`src/slb_pkg.sv`:
```
`timescale 1ns / 1ps
`default_nettype none

package slb_pkg;

   localparam int unsigned COL_W   = 13;
   localparam int unsigned START_W = 12;
   localparam int unsigned PIX_W   = 8;
   localparam int unsigned LANES   = 3;
   localparam int unsigned ACC_W   = COL_W + PIX_W;

   localparam logic CSR_OVERLAP_START   = 1'b0;
   localparam logic CSR_REFERENCE_WIDTH = 1'b1;

   localparam int unsigned RESET_REF_WIDTH = 4096;

   typedef logic [PIX_W-1:0] pix_type;
   typedef pix_type [LANES-1:0] rgb_type;

   typedef struct packed {
      logic             blend;
      logic [COL_W-1:0] span;
      logic [COL_W-1:0] k;
      logic [COL_W-1:0] kc;
      rgb_type          ref_px;
      rgb_type          warp_px;
   } front_type;

   typedef struct packed {
      logic                        blend;
      logic [COL_W-1:0]            span;
      logic [LANES-1:0][COL_W-1:0] rem;
      rgb_type                     low;
   } div_type;

endpackage

`default_nettype wire

```
`src/slb_front.sv`:
```
`timescale 1ns / 1ps
`default_nettype none

module slb_front
   import slb_pkg::*;
(
   input  wire logic               clock,
   input  wire logic               reset,
   input  wire logic [START_W-1:0] cfg_start,
   input  wire logic [COL_W-1:0]   cfg_width,
   input  wire logic               up_valid,
   input  wire logic [COL_W-1:0]   up_column,
   input  wire rgb_type            up_ref,
   input  wire rgb_type            up_warp,
   output logic                    up_ready,
   output logic                    dn_valid,
   output front_type               dn_data,
   input  wire logic               dn_ready
);

   logic      valid_ff, valid_in;
   front_type data_ff, data_in;

   logic [COL_W-1:0] start_ext;
   logic             past_ref, left_of_ovl, black;

   assign start_ext   = {1'b0, cfg_start};
   assign past_ref    = up_column >= cfg_width;
   assign left_of_ovl = up_column < start_ext;
   assign black       = (up_warp[0] == '0) && (up_warp[1] == '0) && (up_warp[2] == '0);

   always_comb begin
      data_in.blend   = 1'b0;
      data_in.span    = cfg_width - start_ext;
      data_in.k       = up_column - start_ext;
      data_in.kc      = cfg_width - up_column;
      data_in.warp_px = up_warp;
      data_in.ref_px  = up_ref;
      if (past_ref) begin
         data_in.ref_px = up_warp;
      end else if (!left_of_ovl && !black) begin
         data_in.blend = 1'b1;
      end
   end

   assign up_ready = !valid_ff || dn_ready;
   assign valid_in = up_ready ? up_valid : valid_ff;

   always_ff @(posedge clock) begin
      if (reset) begin
         valid_ff <= 1'b0;
      end else begin
         valid_ff <= valid_in;
      end
   end

   always_ff @(posedge clock) begin
      if (up_valid && up_ready) begin
         data_ff <= data_in;
      end
   end

   assign dn_valid = valid_ff;
   assign dn_data  = data_ff;

endmodule

`default_nettype wire

```
`src/slb_mult.sv`:
```
`timescale 1ns / 1ps
`default_nettype none

module slb_mult
   import slb_pkg::*;
(
   input  wire logic      clock,
   input  wire logic      reset,
   input  wire logic      up_valid,
   input  wire front_type up_data,
   output logic           up_ready,
   output logic           dn_valid,
   output div_type        dn_data,
   input  wire logic      dn_ready
);

   logic    valid_ff, valid_in;
   div_type data_ff, data_in;

   always_comb begin
      logic [ACC_W-1:0] acc;
      data_in.blend = up_data.blend;
      data_in.span  = up_data.span;
      for (int c = 0; c < LANES; c++) begin
         acc = ACC_W'(up_data.ref_px[c]) * ACC_W'(up_data.kc)
             + ACC_W'(up_data.warp_px[c]) * ACC_W'(up_data.k);
         if (up_data.blend) begin
            data_in.rem[c] = acc[ACC_W-1:PIX_W];
            data_in.low[c] = acc[PIX_W-1:0];
         end else begin
            data_in.rem[c] = '0;
            data_in.low[c] = up_data.ref_px[c];
         end
      end
   end

   assign up_ready = !valid_ff || dn_ready;
   assign valid_in = up_ready ? up_valid : valid_ff;

   always_ff @(posedge clock) begin
      if (reset) begin
         valid_ff <= 1'b0;
      end else begin
         valid_ff <= valid_in;
      end
   end

   always_ff @(posedge clock) begin
      if (up_valid && up_ready) begin
         data_ff <= data_in;
      end
   end

   assign dn_valid = valid_ff;
   assign dn_data  = data_ff;

endmodule

`default_nettype wire

```
`src/slb_div_step.sv`:
```
`timescale 1ns / 1ps
`default_nettype none

module slb_div_step
   import slb_pkg::*;
(
   input  wire logic    clock,
   input  wire logic    reset,
   input  wire logic    up_valid,
   input  wire div_type up_data,
   output logic         up_ready,
   output logic         dn_valid,
   output div_type      dn_data,
   input  wire logic    dn_ready
);

   logic    valid_ff, valid_in;
   div_type data_ff, data_in;

   // two restoring steps per lane, quotient bits shift into the low byte
   always_comb begin
      logic [COL_W:0]   trial;
      logic [COL_W-1:0] rem;
      pix_type          low;
      data_in = up_data;
      for (int c = 0; c < LANES; c++) begin
         rem = up_data.rem[c];
         low = up_data.low[c];
         for (int s = 0; s < 2; s++) begin
            trial = {rem, low[PIX_W-1]};
            if (trial >= {1'b0, up_data.span}) begin
               rem = COL_W'(trial - {1'b0, up_data.span});
               low = {low[PIX_W-2:0], 1'b1};
            end else begin
               rem = trial[COL_W-1:0];
               low = {low[PIX_W-2:0], 1'b0};
            end
         end
         if (up_data.blend) begin
            data_in.rem[c] = rem;
            data_in.low[c] = low;
         end
      end
   end

   assign up_ready = !valid_ff || dn_ready;
   assign valid_in = up_ready ? up_valid : valid_ff;

   always_ff @(posedge clock) begin
      if (reset) begin
         valid_ff <= 1'b0;
      end else begin
         valid_ff <= valid_in;
      end
   end

   always_ff @(posedge clock) begin
      if (up_valid && up_ready) begin
         data_ff <= data_in;
      end
   end

   assign dn_valid = valid_ff;
   assign dn_data  = data_ff;

endmodule

`default_nettype wire

```
`src/seam_linear_blend.sv`:
```
// an accepted item passes through registered stages to its result (decode, multiply, four divide stages)
// throughput: one item per cycle while rsp_stall is low; the quotient takes four stages of two restoring steps each
// every stage holds its own valid bit, so a stalled output fills bubbles before req_stall rises
// reset (synchronous, active high) empties the pipeline, overlap_start to 0 and
// reference_width to 4096, saturated to MAX_WIDTH
`timescale 1ns / 1ps
`default_nettype none

module seam_linear_blend
   import slb_pkg::*;
#(
   parameter int unsigned MAX_WIDTH = 4096
)
(
   input  wire logic             clock,
   input  wire logic             reset,
   input  wire logic             csr_write,
   input  wire logic             csr_index,
   input  wire logic [COL_W-1:0] csr_wdata,
   input  wire logic             req_valid,
   output logic                  req_stall,
   input  wire logic [COL_W-1:0] req_column,
   input  wire logic [PIX_W-1:0] req_ref_c0,
   input  wire logic [PIX_W-1:0] req_ref_c1,
   input  wire logic [PIX_W-1:0] req_ref_c2,
   input  wire logic [PIX_W-1:0] req_warp_c0,
   input  wire logic [PIX_W-1:0] req_warp_c1,
   input  wire logic [PIX_W-1:0] req_warp_c2,
   output logic                  rsp_valid,
   input  wire logic             rsp_stall,
   output logic [PIX_W-1:0]      rsp_out_c0,
   output logic [PIX_W-1:0]      rsp_out_c1,
   output logic [PIX_W-1:0]      rsp_out_c2
);

   localparam logic [COL_W-1:0] RESET_WIDTH =
      (RESET_REF_WIDTH > MAX_WIDTH) ? COL_W'(MAX_WIDTH) : COL_W'(RESET_REF_WIDTH);

   localparam int unsigned DIV_STAGES = PIX_W / 2;

   logic [START_W-1:0] start_ff;
   logic [COL_W-1:0]   width_ff, width_in;

   assign width_in = (32'(csr_wdata) > MAX_WIDTH) ? COL_W'(MAX_WIDTH) : csr_wdata;

   always_ff @(posedge clock) begin
      if (reset) begin
         start_ff <= '0;
         width_ff <= RESET_WIDTH;
      end else if (csr_write) begin
         case (csr_index)
            CSR_OVERLAP_START:   start_ff <= csr_wdata[START_W-1:0];
            CSR_REFERENCE_WIDTH: width_ff <= width_in;
            default: ;
         endcase
      end
   end

   rgb_type   req_ref, req_warp;
   logic      front_ready, front_valid, mult_ready, mult_valid;
   front_type front_data;
   div_type   mult_data;

   logic    div_valid [DIV_STAGES+1];
   logic    div_ready [DIV_STAGES+1];
   div_type div_data  [DIV_STAGES+1];

   assign req_ref  = {req_ref_c2, req_ref_c1, req_ref_c0};
   assign req_warp = {req_warp_c2, req_warp_c1, req_warp_c0};

   slb_front u_front (
      .clock     (clock),
      .reset     (reset),
      .cfg_start (start_ff),
      .cfg_width (width_ff),
      .up_valid  (req_valid),
      .up_column (req_column),
      .up_ref    (req_ref),
      .up_warp   (req_warp),
      .up_ready  (front_ready),
      .dn_valid  (front_valid),
      .dn_data   (front_data),
      .dn_ready  (mult_ready)
   );

   slb_mult u_mult (
      .clock    (clock),
      .reset    (reset),
      .up_valid (front_valid),
      .up_data  (front_data),
      .up_ready (mult_ready),
      .dn_valid (mult_valid),
      .dn_data  (mult_data),
      .dn_ready (div_ready[0])
   );

   assign div_valid[0] = mult_valid;
   assign div_data[0]  = mult_data;

   for (genvar i = 0; i < DIV_STAGES; i++) begin : g_div
      slb_div_step u_step (
         .clock    (clock),
         .reset    (reset),
         .up_valid (div_valid[i]),
         .up_data  (div_data[i]),
         .up_ready (div_ready[i]),
         .dn_valid (div_valid[i+1]),
         .dn_data  (div_data[i+1]),
         .dn_ready (div_ready[i+1])
      );
   end

   assign div_ready[DIV_STAGES] = !rsp_stall;

   assign req_stall  = !front_ready;
   assign rsp_valid  = div_valid[DIV_STAGES];
   assign rsp_out_c0 = div_data[DIV_STAGES].low[0];
   assign rsp_out_c1 = div_data[DIV_STAGES].low[1];
   assign rsp_out_c2 = div_data[DIV_STAGES].low[2];

endmodule

`default_nettype wire
```
`config.mk`:
```
export PLATFORM = sky130hd
export DESIGN_NAME = seam_linear_blend
export DESIGN_NICKNAME = d
export VERILOG_FILES = /design/src/slb_pkg.sv /design/src/slb_front.sv /design/src/slb_mult.sv /design/src/slb_div_step.sv /design/src/seam_linear_blend.sv
export SDC_FILE = /design/constraint.sdc
export NUM_CORES = 2
export LEC_CHECK = 0
export CORE_AREA = 2 2 436 265
export DETAILED_ROUTE_END_ITERATION = 10
export DIE_AREA = 0 0 438 267
export DONT_BUFFER_PORTS = 1
export SYNTH_ARGS = -nofsm -noshare
export SYNTH_HDL_FRONTEND = slang
export SYNTH_SLANG_ARGS = --single-unit
```
`constraint.sdc`:
```
create_clock -name clock -period 9.58 [get_ports clock]
set_input_delay 0 -clock clock [delete_from_list [all_inputs] [get_ports clock]]
set_output_delay 0 -clock clock [all_outputs]
set_load 0.01 [all_outputs]
```
## After elaboration in Yosys (flattened, before gate mapping)

Index checks and enable logic that the tools add are counted.

- Register bits after elaboration: 451
- Bits of input ports: 80
- Output and inout bits: 26
- Word-level logic and storage cells: 216

- $add $sub $neg: 27
- Multiply operators: 6
- Order comparisons: 27
- Mux-type cells: 72
- Bitwise logic cells: 1
- Reduce and logical (&&, ||, !) cells: 30

Operators with widths:

| cell | number |
|---|---|
| $mux W13 | 31 |
| $ge A14 B13 Y1 | 24 |
| $sub A13 B13 Y13 | 22 |
| $mul A8 B13 Y21 | 6 |
| $mux W8 | 15 |
| $add A21 B21 Y21 | 3 |
| $sub A13 B12 Y13 | 2 |
| $mux W1 | 25 |
| $logic_not A8 Y1 | 3 |
| $mux W24 | 1 |
| $ge A13 B13 Y1 | 1 |
| $gt A13 B13 Y1 const B | 1 |
| $lt A13 B12 Y1 | 1 |
| $logic_not A1 Y1 | 10 |
| $logic_and A1 B1 Y1 | 9 |
| $logic_or A1 B1 Y1 | 6 |
| $reduce_and A2 Y1 | 2 |
| $not A1 Y1 | 1 |

## Depth between registers and ports, before layout

- Word-level depth: 8
- Depth in mapped cells: 25
- Gate-level depth less buffers: 23

## Hierarchy

Synthesis repeated with hierarchy kept, for this count alone.

- Cell total of the unflattened synthesis: 6157
- Area, all modules: 58618.7 µm²

Modules (own cells, without submodules):

| module | instances | cells an instance | area an instance (µm²) | sequential area each (µm²) |
|---|---|---|---|---|
| slb_mult | 1 | 2484 | 23028.3 | 2332.2 |
| slb_div_step (g_div[0].u_step ...) | 3 | 795 | 7443.4 | 2332.2 |
| slb_div_step (g_div[1].u_step) | 1 | 781 | 7333.3 | 2332.2 |
| slb_front | 1 | 394 | 4986.0 | 2662.6 |
| seam_linear_blend | 1 | 113 | 940.9 | 500.5 |

## Worst setup path before layout

No wires, ideal clock.

- Kind: flip-flop to flip-flop
- Start point: reg g_div[3].u_step.valid_ff
- End point: reg u_mult.data_ff, in the netlist u_mult.dn_data[0] (enable)
- Library setup time: 0.630 ns
- Arrival time: 6.363 ns
- Required time: 8.950 ns
- Setup slack: 2.587 ns
- Stages on the path, launching flop included: 4
- Path buffers: 0
- Clock period less this slack: 6.993 ns
- Cell sequence: dfxtp_1 > and3_1 > and3_1 > a21boi_0

- Cells in the longest elaborated chain, start to end: 7

Ends and longest elaborated chain:

| element | RTL line | text |
|---|---|---|
| start: declaration | slb_div_step.sv:17 | `logic valid_ff, valid_in;` |
| start signal: assignment | slb_div_step.sv:53 | `valid_ff <= valid_in;` |
| $logic_not A1 Y1 | slb_div_step.sv:46 | `assign up_ready = !valid_ff \|\| dn_ready;` |
| $logic_or A1 B1 Y1 (4 in series) | slb_div_step.sv:46 |  |
| $logic_or A1 B1 Y1 | slb_mult.sv:37 | `assign up_ready = !valid_ff \|\| dn_ready;` |
| $logic_and A1 B1 Y1 | slb_mult.sv:49 | `if (up_valid && up_ready) begin` |
| end signal: assignment | slb_mult.sv:50 | `data_ff <= data_in;` |
| end: declaration | slb_mult.sv:18 | `div_type data_ff, data_in;` |

No other way between the ends.
A chain may end at the register's enable or synchronous reset.

==> metrics <==
Synth Area per Inst 9.54 sq um; synthesis-stage register bit count 451; initial antenna violation count 14; Synth Instances 5651; cells along the critical path inv_1 -> buf_4 -> fa_1 -> a21o_1 -> a21o_1 -> a2111o_1 -> a21oi_1 -> a21o_1 -> mux2_2 -> ha_1 -> nor2b_1 -> o21ai_0 -> a21oi_1 -> o221ai_1 -> a21oi_1 -> o21ai_0 -> o211ai_2 -> mux2i_1 -> mux2_2; IO Count 106; Max Root-Sink Buffers 3; Final Hold Vio Count 0; DRC viols 0; register area share after synthesis 0.246; crit-path max cell delay 0.72 ns; Gates resized, CTS repair 0; startpoint types flop; global-route wire length before repair 242000 um; grt ovf 0; htree depth 2; WL per Instance 21.5 um; Setup crit end g_div[2].u_step.dn_data[50]; Main synth FF type edfxtp_1; DR iter-0 viols 4274; Worst Path Buf+Inv 2; HPWL Detailed 123000 um; CP Launch Point g_div[1].u_step.dn_data[64]; worst flop-to-flop path endpoint g_div[2].u_step.dn_data[50]; nets 6824; post-synthesis mux area share 0.0580; area share of fa/ha/maj cells after synthesis 0.322; CP Depth 19; min Tclk post-route 6.70 ns; max-slew violations 0; Root Driver clkbuf_16; Max-Cap Viols 0; gpl congestion 0.977; vias in the first global route 40257; Antenna Nets Post-Route 0; largest net degree at the start of global routing 83; Die W 438 um; WHS 0.0580 ns; Yosys Warn Count 0; syn nets 6806; drt pass-1 iters 5; critical path data required time 10.00 ns; main combinational cell family by area after synthesis adder cells; Max Clock Skew 0.0491 ns; GRT Total Usage 0.269; CP Data Arrival Time 7.12 ns; RSZ-0062 raised after global routing false; Worst Tran Pin Value 1.24 ns; clk slew on worst S/H paths 0.06 ns; max_slew headroom 0.173; cells on worst reg2reg path 19; number of flops mapped to enable cells by yosys 420; Area Overhead vs Synth 8.01%; kind of critical path reg -> reg; CP top delay family compound AO/OA/AOI/OAI gates; XOR/XNOR share of the synthesized area 0.0466; fmax 0.149 GHz; Worst Setup End Kind flop; DR vias/cell 5.65; distinct cell type count after synthesis 81; worst r2r src g_div[1].u_step.dn_data[64]; status complete, no violations; share of post-route cells with drive strength above 1 0.0660; Total Wirelength 156000 um; die height 267 um; Post-CTS Repair Setup Buffers 0; vias 40848; Core Area 0.113 sq mm; slowest CP cell edfxtp_1; Synth Area in Simple Gates 0.148; FFs w/ async S/R, synth 0; site row count 96; min-delay worst type in -> reg; Synth Cell Area 0.0539 sq mm; clock sink total 451; Core Util, Final 0.514; Port Buffers 0; die area 0.117 sq mm; Finish-stage setup viols 0; TNS Setup 0 ns; Final Cycle Share 0.700; Starting Density 0.476; R2R setup slack 2.88 ns; complex-gate fraction of the synthesized area 0.108; CTS tree built; CTS Buf Count 50; worst skew pair latency 0.67 ns; largest fanout on the critical path 24
[through the flow]
| stage | instances | setup slack, ns | instance area, sq um |
|---|---|---|---|
| detailed placement | 7015 | 2.96 | 55300 |
| global route | 7232 | 2.59 | 58200 |
| floorplan | 5651 | 2.59 | 53900 |
| CTS | 7230 | 2.92 | 58200 |
| finish | 7235 | 2.88 | 58200 |
| global placement | 7015 | 2.98 | 55300 |
[cells by family after synthesis]
| family | Yosys count |
|---|---|
| AND/OR/NAND/NOR | 1639 |
| buffers and inverters | 984 |
| flip-flops | 451 |
| multiplexers | 289 |
| XOR/XNOR | 287 |
| adder cells (fa/ha/maj) | 1075 |
| AO/OA/AOI/OAI | 926 |
[routing by layer]
| metal | global-route usage | part of all wire |
|---|---|---|
| met5 | 0 | 0.00026 |
| met4 | 0.0320 | 0.0098 |
| met3 | 0.0866 | 0.12 |
| met2 | 0.350 | 0.37 |
| met1 | 0.433 | 0.50 |
[cell usage in the layout, fill, tap and decap left out, drive strengths merged, types with 44 or more instances in the layout]
cell / n
xnor2: 185
inv: 777
dlygate4sd3: 121
nor2: 363
nor3: 89
buf: 56
nand4: 59
a21oi: 343
mux2i: 104
fa: 522
mux2: 185
nand2b: 48
o21ai: 188
nand3: 44
nor2b: 48
a21o: 97
xor2: 102
o21a: 45
and2: 344
clkbuf: 53
ha: 553
edfxtp: 420
nand2: 511
[sequential cells by signal (all words and copies together) (netlist names)]
| signal | count |
|---|---|
| g_div.u_step.dn_data | 255 |
| g_div.u_step.dn_valid | 4 |
| start_ff | 12 |
| u_front.dn_data | 88 |
| u_front.dn_valid | 1 |
| u_mult.dn_data | 77 |
| u_mult.dn_valid | 1 |
| width_ff | 13 |
[cell type report]
cell class | instances | area, sq um
Fill cell | 10336 | 54900
Multi-Input combinational cell | 4216 | 36900
Sequential cell | 451 | 13200
Inverter | 773 | 2900
Tap cell | 1519 | 1900
Timing Repair Buffer | 177 | 1630
Clock buffer | 53 | 1260
Clock inverter | 41 | 398
Antenna cell | 5 | 12.5
[cell usage after synthesis, drive strengths merged, types with 40 or more instances]
| master | number | share of area |
|---|---|---|
| nand2 | 511 | 0.036 |
| xor2 | 102 | 0.017 |
| buf | 49 | 0.0063 |
| edfxtp | 420 | 0.23 |
| xnor2 | 185 | 0.030 |
| and2 | 344 | 0.040 |
| nand4 | 59 | 0.0068 |
| mux2i | 104 | 0.019 |
| fa | 522 | 0.19 |
| nand3 | 44 | 0.0041 |
| nor2 | 363 | 0.025 |
| nand2b | 48 | 0.0056 |
| ha | 553 | 0.13 |
| o21ai | 188 | 0.017 |
| inv | 772 | 0.054 |
| nor3 | 89 | 0.0085 |
| a21o | 97 | 0.014 |
| a21oi | 343 | 0.032 |
| o21a | 45 | 0.0063 |
| a31oi | 40 | 0.0052 |
| nor2b | 48 | 0.0056 |
| mux2 | 185 | 0.039 |
| clkbuf | 162 | 0.011 |
[worst min path at each step]
stage	startpoint	endpoint	slack, ns	cells after the start
3_3_place_gp	reset	start_ff[2]	0.07	1
3_5_place_dp	reset	start_ff[9]	0.07	1
5_1_grt	req_warp_c1[7]	u_front.dn_data[15]	0.04	1
2_1_floorplan	reset	width_ff[12]	0.09	1
6_report	req_warp_c1[4]	u_front.dn_data[12]	0.06	1
4_1_cts	req_column[10]	u_front.dn_data[59]	0.003	5
[worst reg2reg max path, stage by stage (launching register included)]
cell      delay, ns
edfxtp_1       0.72
inv_1          0.17
buf_4          0.25
fa_1           0.46
a21o_1         0.19
a21o_1         0.24
a2111o_1       0.47
a21oi_1        0.22
a21o_1         0.61
mux2_2         0.43
ha_1           0.34
nor2b_1        0.15
o21ai_0        0.29
a21oi_1        0.17
o221ai_1       0.35
a21oi_1        0.17
o21ai_0        0.27
o211ai_2       0.48
mux2i_1        0.25
mux2_2         0.29
[timing repair]
action	4_1_cts	5_1_grt
hold endpoints to repair	179	0
hold buffers	121	0
setup endpoints to repair	0	0
Power is not shown: default switching activity piles up to over one toggle a cycle in this logic, so the estimate is an artifact.
